[config.mk]
export PLATFORM = sky130hd
export DESIGN_NAME = line_pixel_rasterizer_core_flat
export DESIGN_NICKNAME = d
export VERILOG_FILES = /design/src/hdl/lpr_pkg.sv /design/src/hdl/lpr_if.sv /design/src/hdl/lpr_axis.sv /design/src/hdl/lpr_out_stage.sv /design/src/hdl/line_pixel_rasterizer_core.sv /design/src/flat_wrapper.sv
export VERILOG_INCLUDE_DIRS = /design/src /design/src/hdl
export SDC_FILE = /design/constraint.sdc
export NUM_CORES = 1
export LEC_CHECK = 0
export BUFFER_PORTS_ARGS = -buffer_cell sky130_fd_sc_hd__clkbuf_2
export CORE_MARGIN = 2
export CORE_UTILIZATION = 63
export CTS_BUF_LIST = sky130_fd_sc_hd__clkbuf_2 sky130_fd_sc_hd__clkbuf_4 sky130_fd_sc_hd__clkbuf_8
export DETAILED_ROUTE_END_ITERATION = 6
export PLACE_DENSITY = 0.83
export SLEW_MARGIN = 20
export SYNTH_ARGS = -nofsm -noshare
export SYNTH_HDL_FRONTEND = slang
export SYNTH_SLANG_ARGS = --single-unit
[constraint.sdc]
create_clock -name clock -period 7.1 [get_ports clock]
set_clock_uncertainty 0.2 [all_clocks]
set_input_delay 1.065 -clock clock [delete_from_list [all_inputs] [get_ports clock]]
set_output_delay 1.065 -clock clock [all_outputs]
set_load 0.01 [all_outputs]
[src/hdl/line_pixel_rasterizer_core_assert.svh]
// Assertion helpers for the line rasterizer.
// Both take a label, a clock, a reset that disables the check, and two
// expressions: an antecedent and a consequent.
`ifndef LINE_PIXEL_RASTERIZER_CORE_ASSERT_SVH
`define LINE_PIXEL_RASTERIZER_CORE_ASSERT_SVH

`ifndef SYNTHESIS
// same-cycle implication
`define LPR_ASSERT_IMP(label, clk, rst, ante, cons) \
   label: assert property (@(posedge clk) disable iff (rst) (ante) |-> (cons)) \
      else $error("%m: same-cycle implication failed");
// next-cycle implication
`define LPR_ASSERT_NXT(label, clk, rst, ante, cons) \
   label: assert property (@(posedge clk) disable iff (rst) (ante) |=> (cons)) \
      else $error("%m: next-cycle implication failed");
`else
`define LPR_ASSERT_IMP(label, clk, rst, ante, cons)
`define LPR_ASSERT_NXT(label, clk, rst, ante, cons)
`endif

`endif

[src/hdl/lpr_pkg.sv]
package lpr_pkg;

   localparam int COLOR_BITS = 8;
   localparam int REG_BITS   = 12;

   localparam logic [REG_BITS-1:0] RESET_SCREEN_WIDTH  = 12'd800;
   localparam logic [REG_BITS-1:0] RESET_SCREEN_HEIGHT = 12'd480;

   // request kinds
   localparam logic REQ_START   = 1'b0;
   localparam logic REQ_ADVANCE = 1'b1;

   // register indexes
   localparam int CSR_INDEX_BITS = 1;
   localparam logic [CSR_INDEX_BITS-1:0] CSR_SCREEN_WIDTH  = 1'b0;
   localparam logic [CSR_INDEX_BITS-1:0] CSR_SCREEN_HEIGHT = 1'b1;

   // step direction, two's complement
   localparam logic [1:0] DIR_NONE = 2'b00;
   localparam logic [1:0] DIR_FWD  = 2'b01;
   localparam logic [1:0] DIR_BACK = 2'b11;

   typedef struct packed {
      logic visible;
      logic last;
   } pixel_flags_type;

endpackage

[src/hdl/lpr_if.sv]
interface lpr_req_if #(parameter int COORD_BITS = 11);
   import lpr_pkg::*;

   logic                  valid;
   logic                  ready;
   logic                  req_type;
   logic [COORD_BITS-1:0] start_col;
   logic [COORD_BITS-1:0] start_row;
   logic [COORD_BITS-1:0] end_col;
   logic [COORD_BITS-1:0] end_row;
   logic [COLOR_BITS-1:0] line_color;

   modport source (output valid, req_type, start_col, start_row, end_col, end_row,
                   line_color, input ready);
   modport sink (input valid, req_type, start_col, start_row, end_col, end_row,
                 line_color, output ready);
endinterface

interface lpr_rsp_if #(parameter int COORD_BITS = 11);
   import lpr_pkg::*;

   logic                  valid;
   logic                  ready;
   logic [COORD_BITS-1:0] pixel_col;
   logic [COORD_BITS-1:0] pixel_row;
   logic [COLOR_BITS-1:0] pixel_color;
   logic                  pixel_visible;
   logic                  last_pixel;

   modport source (output valid, pixel_col, pixel_row, pixel_color, pixel_visible,
                   last_pixel, input ready);
   modport sink (input valid, pixel_col, pixel_row, pixel_color, pixel_visible,
                 last_pixel, output ready);
endinterface

[src/hdl/lpr_axis.sv]
module lpr_axis #(
   parameter int COORD_BITS = 11
) (
   input  logic                  clock,
   input  logic                  load,
   input  logic                  step,
   input  logic [COORD_BITS-1:0] from_pos,
   input  logic [COORD_BITS-1:0] to_pos,
   input  logic [COORD_BITS-1:0] major_dist,
   output logic [COORD_BITS-1:0] setup_delta,
   output logic [COORD_BITS-1:0] pos
);
   import lpr_pkg::*;

   localparam int ERR_BITS = COORD_BITS + 2;
   localparam int SUM_BITS = COORD_BITS + 3;

   logic [COORD_BITS-1:0]      pos_ff, pos_in;
   logic signed [ERR_BITS-1:0] err_ff;
   logic [COORD_BITS-1:0]      delta_ff;
   logic [1:0]                 dir_ff, dir_new;

   logic signed [SUM_BITS-1:0] err_sum, err_in, dist_w, half_w;
   logic                       step_up;

   always_comb begin
      if (to_pos > from_pos) begin
         setup_delta = to_pos - from_pos;
         dir_new     = DIR_FWD;
      end else if (to_pos == from_pos) begin
         setup_delta = '0;
         dir_new     = DIR_NONE;
      end else begin
         setup_delta = from_pos - to_pos;
         dir_new     = DIR_BACK;
      end
   end

   always_comb begin
      dist_w  = $signed({{(SUM_BITS-COORD_BITS){1'b0}}, major_dist});
      half_w  = $signed({{(SUM_BITS-COORD_BITS+1){1'b0}}, major_dist[COORD_BITS-1:1]});
      err_sum = SUM_BITS'(err_ff) + $signed({{(SUM_BITS-COORD_BITS){1'b0}}, delta_ff});
      step_up = (err_sum + half_w) > dist_w;
      err_in  = step_up ? (err_sum - dist_w) : err_sum;
      // wraps modulo the coordinate range
      pos_in  = step_up ? (pos_ff + {{(COORD_BITS-2){dir_ff[1]}}, dir_ff}) : pos_ff;
   end

   always_ff @(posedge clock) begin
      if (load) begin
         pos_ff   <= from_pos;
         err_ff   <= '0;
         delta_ff <= setup_delta;
         dir_ff   <= dir_new;
      end else if (step) begin
         pos_ff <= pos_in;
         err_ff <= err_in[ERR_BITS-1:0];
      end
   end

   assign pos = pos_ff;

endmodule

[src/hdl/lpr_out_stage.sv]
module lpr_out_stage #(
   parameter int COORD_BITS = 11
) (
   input  logic                          clock,
   input  logic                          reset,
   input  logic                          load,
   input  logic [COORD_BITS-1:0]         col,
   input  logic [COORD_BITS-1:0]         row,
   input  logic [lpr_pkg::COLOR_BITS-1:0] color,
   input  lpr_pkg::pixel_flags_type      flags,
   output logic                          room,
   lpr_rsp_if.source                     rsp_bus
);
   import lpr_pkg::*;

   logic                  valid_ff;
   logic [COORD_BITS-1:0] col_ff, row_ff;
   logic [COLOR_BITS-1:0] color_ff;
   pixel_flags_type       flags_ff;

   // free when empty or when the held beat leaves this cycle
   assign room = !valid_ff || rsp_bus.ready;

   always_ff @(posedge clock) begin
      if (reset) begin
         valid_ff <= 1'b0;
      end else if (room) begin
         valid_ff <= load;
      end
   end

   always_ff @(posedge clock) begin
      if (room && load) begin
         col_ff   <= col;
         row_ff   <= row;
         color_ff <= color;
         flags_ff <= flags;
      end
   end

   assign rsp_bus.valid         = valid_ff;
   assign rsp_bus.pixel_col     = col_ff;
   assign rsp_bus.pixel_row     = row_ff;
   assign rsp_bus.pixel_color   = color_ff;
   assign rsp_bus.pixel_visible = flags_ff.visible;
   assign rsp_bus.last_pixel    = flags_ff.last;

endmodule

[src/hdl/line_pixel_rasterizer_core.sv]
// channel   | direction | beat
// ----------+-----------+------------------------------------------------
// req_bus   | in        | start a line (endpoints, colour) or advance
// rsp_bus   | out       | one pixel: column, row, colour, visible, last
// csr_*     | in        | screen width / height write, no handshake
//
// One request beat per cycle while req_bus.ready is high; an advance on an
// active line yields its pixel in the output register in the next cycle.
// Each axis makes its Bresenham step combinationally: an add, compare and subtract.
// Reset is synchronous, active high; it idles the line and restores the
// 800 x 480 screen. A stalled pixel beat holds req_bus.ready low only while
// the output register is full and not being taken.
`include "line_pixel_rasterizer_core_assert.svh"

module line_pixel_rasterizer_core #(
   parameter int COORD_BITS = 11
) (
   input  logic                                 clock,
   input  logic                                 reset,
   lpr_req_if.sink                              req_bus,
   lpr_rsp_if.source                            rsp_bus,
   input  logic                                 csr_write_en,
   input  logic [lpr_pkg::CSR_INDEX_BITS-1:0]   csr_index,
   input  logic [lpr_pkg::REG_BITS-1:0]         csr_write_data
);
   import lpr_pkg::*;

   localparam int CMP_BITS = (COORD_BITS > REG_BITS) ? COORD_BITS : REG_BITS;

   logic [REG_BITS-1:0]   width_ff, height_ff;
   logic                  active_ff, active_in;
   logic [COORD_BITS-1:0] index_ff, index_in;
   logic [COORD_BITS-1:0] dist_ff, dist_in;
   logic [COLOR_BITS-1:0] color_ff;

   logic                  room, accept, start, emit, last;
   logic [COORD_BITS-1:0] col_delta, row_delta, col_pos, row_pos;
   pixel_flags_type       flags;

   assign req_bus.ready = room;
   assign accept = req_bus.valid && room;
   assign start  = accept && (req_bus.req_type == REQ_START);
   assign emit   = accept && (req_bus.req_type == REQ_ADVANCE) && active_ff;
   assign last   = (index_ff == dist_ff);

   assign flags.visible = (CMP_BITS'(col_pos) < CMP_BITS'(width_ff)) &&
                          (CMP_BITS'(row_pos) < CMP_BITS'(height_ff));
   assign flags.last    = last;

   always_ff @(posedge clock) begin
      if (reset) begin
         width_ff  <= RESET_SCREEN_WIDTH;
         height_ff <= RESET_SCREEN_HEIGHT;
      end else if (csr_write_en) begin
         case (csr_index)
            CSR_SCREEN_WIDTH:  width_ff  <= csr_write_data;
            CSR_SCREEN_HEIGHT: height_ff <= csr_write_data;
            default: ;
         endcase
      end
   end

   lpr_axis #(.COORD_BITS(COORD_BITS)) u_col_axis (
      .clock       (clock),
      .load        (start),
      .step        (emit),
      .from_pos    (req_bus.start_col),
      .to_pos      (req_bus.end_col),
      .major_dist  (dist_ff),
      .setup_delta (col_delta),
      .pos         (col_pos)
   );

   lpr_axis #(.COORD_BITS(COORD_BITS)) u_row_axis (
      .clock       (clock),
      .load        (start),
      .step        (emit),
      .from_pos    (req_bus.start_row),
      .to_pos      (req_bus.end_row),
      .major_dist  (dist_ff),
      .setup_delta (row_delta),
      .pos         (row_pos)
   );

   always_comb begin
      active_in = active_ff;
      index_in  = index_ff;
      dist_in   = dist_ff;
      if (start) begin
         active_in = 1'b1;
         index_in  = '0;
         dist_in   = (col_delta > row_delta) ? col_delta : row_delta;
      end else if (emit) begin
         // drop the line after its last pixel
         if (last) begin
            active_in = 1'b0;
         end else begin
            index_in = index_ff + COORD_BITS'(1);
         end
      end
   end

   always_ff @(posedge clock) begin
      if (reset) begin
         active_ff <= 1'b0;
         index_ff  <= '0;
         dist_ff   <= '0;
      end else begin
         active_ff <= active_in;
         index_ff  <= index_in;
         dist_ff   <= dist_in;
      end
   end

   always_ff @(posedge clock) begin
      if (start) begin
         color_ff <= req_bus.line_color;
      end
   end

   lpr_out_stage #(.COORD_BITS(COORD_BITS)) u_out_stage (
      .clock   (clock),
      .reset   (reset),
      .load    (emit),
      .col     (col_pos),
      .row     (row_pos),
      .color   (color_ff),
      .flags   (flags),
      .room    (room),
      .rsp_bus (rsp_bus)
   );

   `LPR_ASSERT_NXT(a_last_ends_line, clock, reset, emit && last, !active_ff)
   `LPR_ASSERT_NXT(a_start_arms_line, clock, reset, start, active_ff && (index_ff == '0))
   `LPR_ASSERT_IMP(a_index_in_range, clock, reset, active_ff, index_ff <= dist_ff)
   `LPR_ASSERT_NXT(a_idle_advance_quiet, clock, reset,
                   accept && (req_bus.req_type == REQ_ADVANCE) && !active_ff,
                   !active_ff && $stable(index_ff))

endmodule

[src/flat_wrapper.sv]
// flat-port wrapper written by rule: the top's interface ports become plain ports
module line_pixel_rasterizer_core_flat import lpr_pkg::*;
#(
   parameter int COORD_BITS = 11
)
  (clock, reset, csr_write_en, csr_index, csr_write_data, req_bus_valid, req_bus_req_type, req_bus_start_col, req_bus_start_row, req_bus_end_col, req_bus_end_row, req_bus_line_color, req_bus_ready, rsp_bus_valid, rsp_bus_pixel_col, rsp_bus_pixel_row, rsp_bus_pixel_color, rsp_bus_pixel_visible, rsp_bus_last_pixel, rsp_bus_ready);
  lpr_req_if #(.COORD_BITS(COORD_BITS)) req_bus_i ();
  lpr_rsp_if #(.COORD_BITS(COORD_BITS)) rsp_bus_i ();
  input  logic clock;
  input  logic reset;
  input  logic csr_write_en;
  input  logic [lpr_pkg::CSR_INDEX_BITS-1:0] csr_index;
  input  logic [lpr_pkg::REG_BITS-1:0] csr_write_data;
  input wire logic [$bits(req_bus_i.valid)-1:0] req_bus_valid;
  input wire logic [$bits(req_bus_i.req_type)-1:0] req_bus_req_type;
  input wire logic [$bits(req_bus_i.start_col)-1:0] req_bus_start_col;
  input wire logic [$bits(req_bus_i.start_row)-1:0] req_bus_start_row;
  input wire logic [$bits(req_bus_i.end_col)-1:0] req_bus_end_col;
  input wire logic [$bits(req_bus_i.end_row)-1:0] req_bus_end_row;
  input wire logic [$bits(req_bus_i.line_color)-1:0] req_bus_line_color;
  output wire logic [$bits(req_bus_i.ready)-1:0] req_bus_ready;
  output wire logic [$bits(rsp_bus_i.valid)-1:0] rsp_bus_valid;
  output wire logic [$bits(rsp_bus_i.pixel_col)-1:0] rsp_bus_pixel_col;
  output wire logic [$bits(rsp_bus_i.pixel_row)-1:0] rsp_bus_pixel_row;
  output wire logic [$bits(rsp_bus_i.pixel_color)-1:0] rsp_bus_pixel_color;
  output wire logic [$bits(rsp_bus_i.pixel_visible)-1:0] rsp_bus_pixel_visible;
  output wire logic [$bits(rsp_bus_i.last_pixel)-1:0] rsp_bus_last_pixel;
  input wire logic [$bits(rsp_bus_i.ready)-1:0] rsp_bus_ready;
  assign req_bus_i.valid = req_bus_valid;
  assign req_bus_i.req_type = req_bus_req_type;
  assign req_bus_i.start_col = req_bus_start_col;
  assign req_bus_i.start_row = req_bus_start_row;
  assign req_bus_i.end_col = req_bus_end_col;
  assign req_bus_i.end_row = req_bus_end_row;
  assign req_bus_i.line_color = req_bus_line_color;
  assign req_bus_ready = req_bus_i.ready;
  assign rsp_bus_valid = rsp_bus_i.valid;
  assign rsp_bus_pixel_col = rsp_bus_i.pixel_col;
  assign rsp_bus_pixel_row = rsp_bus_i.pixel_row;
  assign rsp_bus_pixel_color = rsp_bus_i.pixel_color;
  assign rsp_bus_pixel_visible = rsp_bus_i.pixel_visible;
  assign rsp_bus_last_pixel = rsp_bus_i.last_pixel;
  assign rsp_bus_i.ready = rsp_bus_ready;
  line_pixel_rasterizer_core #(.COORD_BITS(COORD_BITS)) u_core (.clock(clock), .reset(reset), .req_bus(req_bus_i), .rsp_bus(rsp_bus_i), .csr_write_en(csr_write_en), .csr_index(csr_index), .csr_write_data(csr_write_data));
endmodule
---- Word level (Yosys, flattened, before mapping) ----
Index checks and enable logic that the tools add are counted.
operators by class
  add/sub/neg operators ................... 13
  order comparisons ....................... 7
  equality and inequality tests ........... 3
  multiplexer cells ....................... 18
  bitwise gates (word level) .............. 3
  reductions and logical operators ........ 19
operators by type and width
  cell                                           count
  2-to-1 mux 11 bit                              11
  subtractor 11 bit                              4
  equality test 11 bit                           3
  greater-than comparator 11 bit                 3
  adder 13 x 12 -> 14 bit                        2
  adder 14 x 11 -> 14 bit                        2
  greater-than comparator 14 x 12 -> 1 bit       2
  2-to-1 mux 13 bit                              2
  subtractor 13 x 12 -> 13 bit                   2
  < comparator 11 x 12 -> 1 bit                  2
  adder 11 bit                                   2
  AND reduction 2 bit                            6
  adder 11 x 1 -> 11 bit, second input constant  1
  nonzero test 2 bit                             4
  logical AND 1 bit                              6
  2-to-1 mux 2 bit                               2
  2-to-1 mux 1 bit                               3
  inverter 1 bit                                 3
  OR reduction 2 bit                             1
  zero test 1 bit                                1
  logical OR 1 bit                               1
word-level totals
  bits in registers ....................... 162
  output and inout bits ................... 34
  logic and storage cells ................. 83

---- Depth between registers and ports, before layout ----
  depth in word-level cells ............... 7
  depth in mapped cells ................... 23
  depth with buffers taken out ............ 22

---- By module ----
Synthesis repeated with hierarchy kept, for this count alone.
unflattened totals
  cells, all modules ...................... 1510
  area, all modules ....................... 13366.6 µm²
by module, submodules not included
  module                         instances  cells an instance  area each (µm²)  sequential area each (µm²)
  lpr_axis at u_core.u_col_axis  1          564                4702.0           980.9
  lpr_axis at u_core.u_row_axis  1          540                4521.8           980.9
  line_pixel_rasterizer_core     1          369                3126.7           1181.1
  lpr_out_stage                  1          37                 1016.0           980.9

---- Worst setup path after synthesis ----
No wires, ideal clock.
  path type ............................... input-to-reg
  start ................................... in req_bus_end_col[1]
  end ..................................... reg u_core.dist_ff[6]
  arrival ................................. 5.313 ns
  required time ........................... 6.814 ns
  slack ................................... 1.501 ns
  cell stages on the path ................. 22
  path buffers ............................ 2
  cell sequence ........................... inv_1 ha_1 nor2b_1 o21a_1 o21ai_0 a221oi_1 a2111oi_2 o21ai_0 clkbuf_1 a211oi_1 ha_1 nor2b_1 o21a_1 o21a_1 o21ai_0 a221oi_1 a211oi_1 nor2_1 clkbuf_1 nor3_1 a211oi_1 a211oi_1
between the ends
  cells in the longest elaborated chain, start to end .. 5
ends and longest elaborated chain
  element                                                    line                               RTL
  from (decl)                                                flat_wrapper.sv:18                 input wire logic [$bits(req_bus_i.end_col)-1:0] req_bus_end_col;
  subtractor 11 bit or equality test 11 bit (tied branches)  lpr_axis.sv:34, lpr_axis.sv:30
  2-to-1 mux 11 bit                                          lpr_axis.sv:30                     end else if (to_pos == from_pos) begin
  2-to-1 mux 11 bit *                                        lpr_axis.sv:27                     if (to_pos > from_pos) begin
  named net u_core.col_delta[1]                              line_pixel_rasterizer_core.sv:37   logic [COORD_BITS-1:0] col_delta, row_delta, col_pos, row_pos;
  greater-than comparator 11 bit *                           line_pixel_rasterizer_core.sv:92   dist_in = (col_delta > row_delta) ? col_delta : row_delta;
  2-to-1 mux 11 bit *                                        line_pixel_rasterizer_core.sv:92
  to (signal assigned)                                       line_pixel_rasterizer_core.sv:111  dist_ff <= dist_in;
  to (decl)                                                  line_pixel_rasterizer_core.sv:33   logic [COORD_BITS-1:0] dist_ff, dist_in;
Mark *: on every way through the listed nets, which the timed path passes. The rest lies on a longest branch.
A chain may end at the register's enable or synchronous reset.

---- Worst setup path in the final report ----
  start ................................... reg u_core.u_col_axis.delta_ff[0]
  end ..................................... reg u_core.u_col_axis.err_ff[11]
between the ends
  cells in the longest elaborated chain, start to end .. 4
ends and longest elaborated chain
  element                                   line            RTL
  from (decl)                               lpr_axis.sv:20  logic [COORD_BITS-1:0] delta_ff;
  from (signal assigned)                    lpr_axis.sv:53  delta_ff <= setup_delta;
  adder 13 x 12 -> 14 bit *                 lpr_axis.sv:42  err_sum = SUM_BITS'(err_ff) + $signed({{(SUM_BITS-COORD_BITS){1'b0}}, delta_ff});
  adder 14 x 11 -> 14 bit                   lpr_axis.sv:43  step_up = (err_sum + half_w) > dist_w;
  greater-than comparator 14 x 12 -> 1 bit  lpr_axis.sv:43
  2-to-1 mux 13 bit *                       lpr_axis.sv:44  err_in = step_up ? (err_sum - dist_w) : err_sum;
  to (signal assigned)                      lpr_axis.sv:57  err_ff <= err_in[ERR_BITS-1:0];
  to (decl)                                 lpr_axis.sv:19  logic signed [ERR_BITS-1:0] err_ff;
Mark *: on every way between the ends. The rest lies on a longest branch, timed or not.

==> results by group <==
Timing
  • Max_slew headroom: 32.1%
  • Tcrit/Tclk final: 85.3%
  • Fmax: 165 MHz
  • Final Max Tran Viols: 0
  • PnR worst setup slack: 1050 ps
  • Final hold vios: 0
  • Setup Viol. Count Final: 0
  • Worst-Margin Slew: 1020 ps
  • Unrepaired setup endpoints after global routing: false
  • WHS: 238 ps
  • Fin crit period: 6050 ps
  • Setup TNS: 0 ps

Route
  • Vias: 11100
  • Drt total wl: 33.3 mm
  • Vias per cell: 6.02
  • Post-route antenna net violation count: 0
  • Starting DRT DRC Count: 763
  • Drt first pass iters: 5
  • DRC viols: 0
  • WL/cell: 18.0 microns

Clock tree
  • Post-CTS Repair Setup Buffers: 0
  • TritonCTS Sinks: 162
  • Hold Buf Count CTS: 0
  • CTS buffer count: 17
  • Root Buffer: clkbuf_8
  • Latest clock arrival within the worst-skew pair: 480 ps
  • Bufs on Longest Clock Path: 2
  • CTS tree: built
  • H-tree levels: 4
  • CTS clk-pin slew, worst paths: 110 ps
  • Post-cts resize count: 0

Power and ir drop
  • Max rail drop VDD: 157 uV
  • P_leak: 6.48 nW
  • Power density over the cells: 295 nW/um^2

Yosys
  • Post-synth ARST share: 0%
  • Sequential area share after synthesis: 31.5%
  • Synth Net Count: 1743
  • Post-Synthesis Cells: 1476
  • YS warnings: 0
  • Yosys reg bits: 162
  • Main flop type after synthesis: edfxtp_1
  • Mapped Avg Cell Area: 8.87 sq um
  • Synth Cell Area: 13100 sq um
  • Post-synth cell types: 78
  • EDFF count, synth: 88

Min path
  • Worst min-delay path class: flip-flop to flip-flop
  • Hold Path Origin: u_core.color_ff[6]

GRT
  • Total congestion overflow: 0
  • Tot GR Track Use: 30.2%
  • Vias in the first global route: 10600
  • Largest net degree at the start of global routing: 52
  • Initial antenna violation count: 1
  • First-pass GRT wire length: 52.8 mm

Critical path
  • Worst Path Arrival: 6260 ps
  • Startpoint Class: flip-flop
  • Worst Setup EP: u_core.u_col_axis.err_ff[11]
  • Max Fanout on Critical Path: 22
  • Worst r2r src: u_core.u_col_axis.delta_ff[0]
  • R2R Path End: u_core.u_col_axis.err_ff[11]
  • CP max stage cell: nor4b_1
  • Origin of the worst setup path: u_core.u_col_axis.delta_ff[0]
  • Peak per-stage delay on the critical path: 540 ps
  • CP Cell Sequence: ha_1 > fa_1 > a21oi_1 > o21bai_1 > xor2_1 > ha_1 > o21a_1 > o21ai_0 > nor2_1 > nor2_1 > o21ai_0 > xor2_1 > ha_1 > a21oi_1 > o21ai_0 > nor4b_1 > nor2_1 > nor4b_1 > a311oi_4 > buf_4 > and3_1 > or4_1 > nand3_1
  • R2R cell count: 23
  • R2r setup slk: 1050 ps
  • Critical Path Sink Type: flip-flop
  • Critical path type: flip-flop to flip-flop
  • CP required: 7310 ps

Flow run
  • Max_cap viols: 0

Floorplan
  • I/O Pins: 105
  • Row count: 52
  • Core footprint: 20300 sq um
  • Die ar.: 22000 sq um
  • Die Y: 148 microns
  • Initial Util: 64.5%
  • Die width: 148 microns

Outcome
  • Outcome: completed

Finish
  • Final std cells w/o fill: 1850
  • Share of cells above drive strength 1: 10.6%
  • Fillers: 1602
  • Layout area overhead: 9.09%
  • Final instance area: 14300 sq um
  • Sequential cell area: 4120 sq um
  • Multi-input gate area: 8220 sq um
  • Fin nets: 1833

Placed design
  • Post-placement cell count: 1817
  • Place WS: 717 ps
  • PortBufs: 104
  • Gpl congestion: 0.997
  • Placed cell area: 13900 sq um
  • Post-DP HPWL: 25.8 mm
[cell families (layout without fill, tap and decap cells)]
family          after synthesis  in the layout  share of synthesized area [%]
buf+inv                     199            302                           5.75
mux                          31             31                           2.41
simple gates                363            363                           13.3
xor+xnor                     92             92                           6.15
flops                       162            162                           31.5
fa+ha+maj                   196            196                           19.4
compound gates              433            433                           21.5
other cells                   0              1                              0
[final cells by class]
| class | count | area share [%] |
|---|---|---|
| inverter | 159 | 4.18 |
| antenna | 1 | 0.0175 |
| clock buffer | 17 | 1.64 |
| timing repair buffer | 111 | 4.01 |
| multi-input combinational | 1115 | 57.6 |
| clock inverter | 15 | 1.37 |
| tap | 270 | 2.36 |
| sequential | 162 | 28.9 |
[critical path: cells and delay by family (launching register included)]
kind	cells	cell delay [ps]
AOI/OAI and AO/OA	8	1300
DFF	1	390
buffers and inverters	1	260
and+or+nand+nor	8	2090
adders and majority gates	4	1330
xor gates and xnor gates	2	420
[Yosys cell counts (11+ instances only)]
cell type / count / area [sq um]
clkbuf_1: 31 / 116
nand4_1: 20 / 125
xor2_1: 24 / 210
nand2b_1: 18 / 113
a21oi_1: 129 / 646
or3_1: 11 / 68.8
a211oi_1: 21 / 158
nand3_1: 20 / 100
a21o_1: 46 / 345
and2_1: 11 / 68.8
edfxtp_1: 88 / 2640
ha_1: 184 / 2300
o21a_1: 21 / 158
mux2i_1: 27 / 270
fa_1: 12 / 240
dfxtp_1: 74 / 1480
nor2b_1: 23 / 144
nor3_1: 34 / 170
nor2_1: 76 / 285
o21ai_0: 107 / 536
a31oi_1: 12 / 75.1
nand2_1: 124 / 465
xnor2_1: 68 / 596
inv_1: 158 / 593
[routing by layer]
layer / GRT usage, % / vias to the layer above / wire, microns
li1: - / 5469 / -
met1: 41.9 / 5237 / 15400
met2: 47.6 / 364 / 14900
met3: 6.10 / 64 / 2130
met4: 10.2 / 0 / 881
met5: 0 / - / 0
[how the worst min path moves through the flow]
stage / cells after the start / to / slack (ps)
after global routing: 0 / u_core.u_out_stage.rsp_bus.pixel_color[7] / 240
after CTS: 0 / u_core.u_out_stage.rsp_bus.pixel_color[7] / 240
after global placement: 0 / u_core.u_out_stage.rsp_bus.pixel_color[4] / 200
after detailed placement: 0 / u_core.u_out_stage.rsp_bus.pixel_color[4] / 220
after floorplan: 0 / u_core.u_out_stage.rsp_bus.pixel_color[0] / 200
final: 0 / u_core.u_out_stage.rsp_bus.pixel_color[6] / 240
[through the flow]
| stage | power (mW) | util (%) |
|---|---|---|
| after floorplan | 2.95 | - |
| after CTS | 4.18 | 70.4 |
| final | 4.22 | 70.4 |
| after detailed placement | 3.46 | 68.3 |
| after global routing | 4.52 | 70.4 |
| after global placement | 3.38 | 68.3 |
[power by group]
part | total (mW) | internal, mW | switching [mW]
Sequential | 1.19 | 1.10 | 0.0859
Combinational | 2.31 | 0.970 | 1.34
Clock | 0.717 | 0.277 | 0.440
[sequential cells by signal, summed over array words and instances, names as in the netlist]
register,cells
u_core.u_row_axis.delta_ff,11
u_core.u_out_stage.rsp_bus.last_pixel,1
u_core.index_ff,11
u_core.u_col_axis.err_ff,13
u_core.u_col_axis.dir_ff,2
u_core.u_out_stage.rsp_bus.valid,1
u_core.u_out_stage.rsp_bus.pixel_row,11
u_core.u_row_axis.dir_ff,2
u_core.u_out_stage.rsp_bus.pixel_color,8
u_core.u_out_stage.rsp_bus.pixel_visible,1
u_core.active_ff,1
u_core.height_ff,12
u_core.u_out_stage.rsp_bus.pixel_col,11
u_core.dist_ff,11
u_core.u_col_axis.delta_ff,11
u_core.u_row_axis.err_ff,13
u_core.width_ff,12
u_core.u_row_axis.pos,11
u_core.u_col_axis.pos,11
u_core.color_ff,8
[placed cells by master, fill, tap and decap left out, drive strengths merged, types with 23 or more instances in the layout]
master	n
nor2b	23
edfxtp	88
nor3	35
xor2	24
a21o	46
clkbuf	121
a21oi	130
ha	184
inv	166
nand2	124
nor2	76
dfxtp	74
xnor2	68
mux2i	27
o21ai	111
No activity file was read; power rests on OpenSTA's default activity.
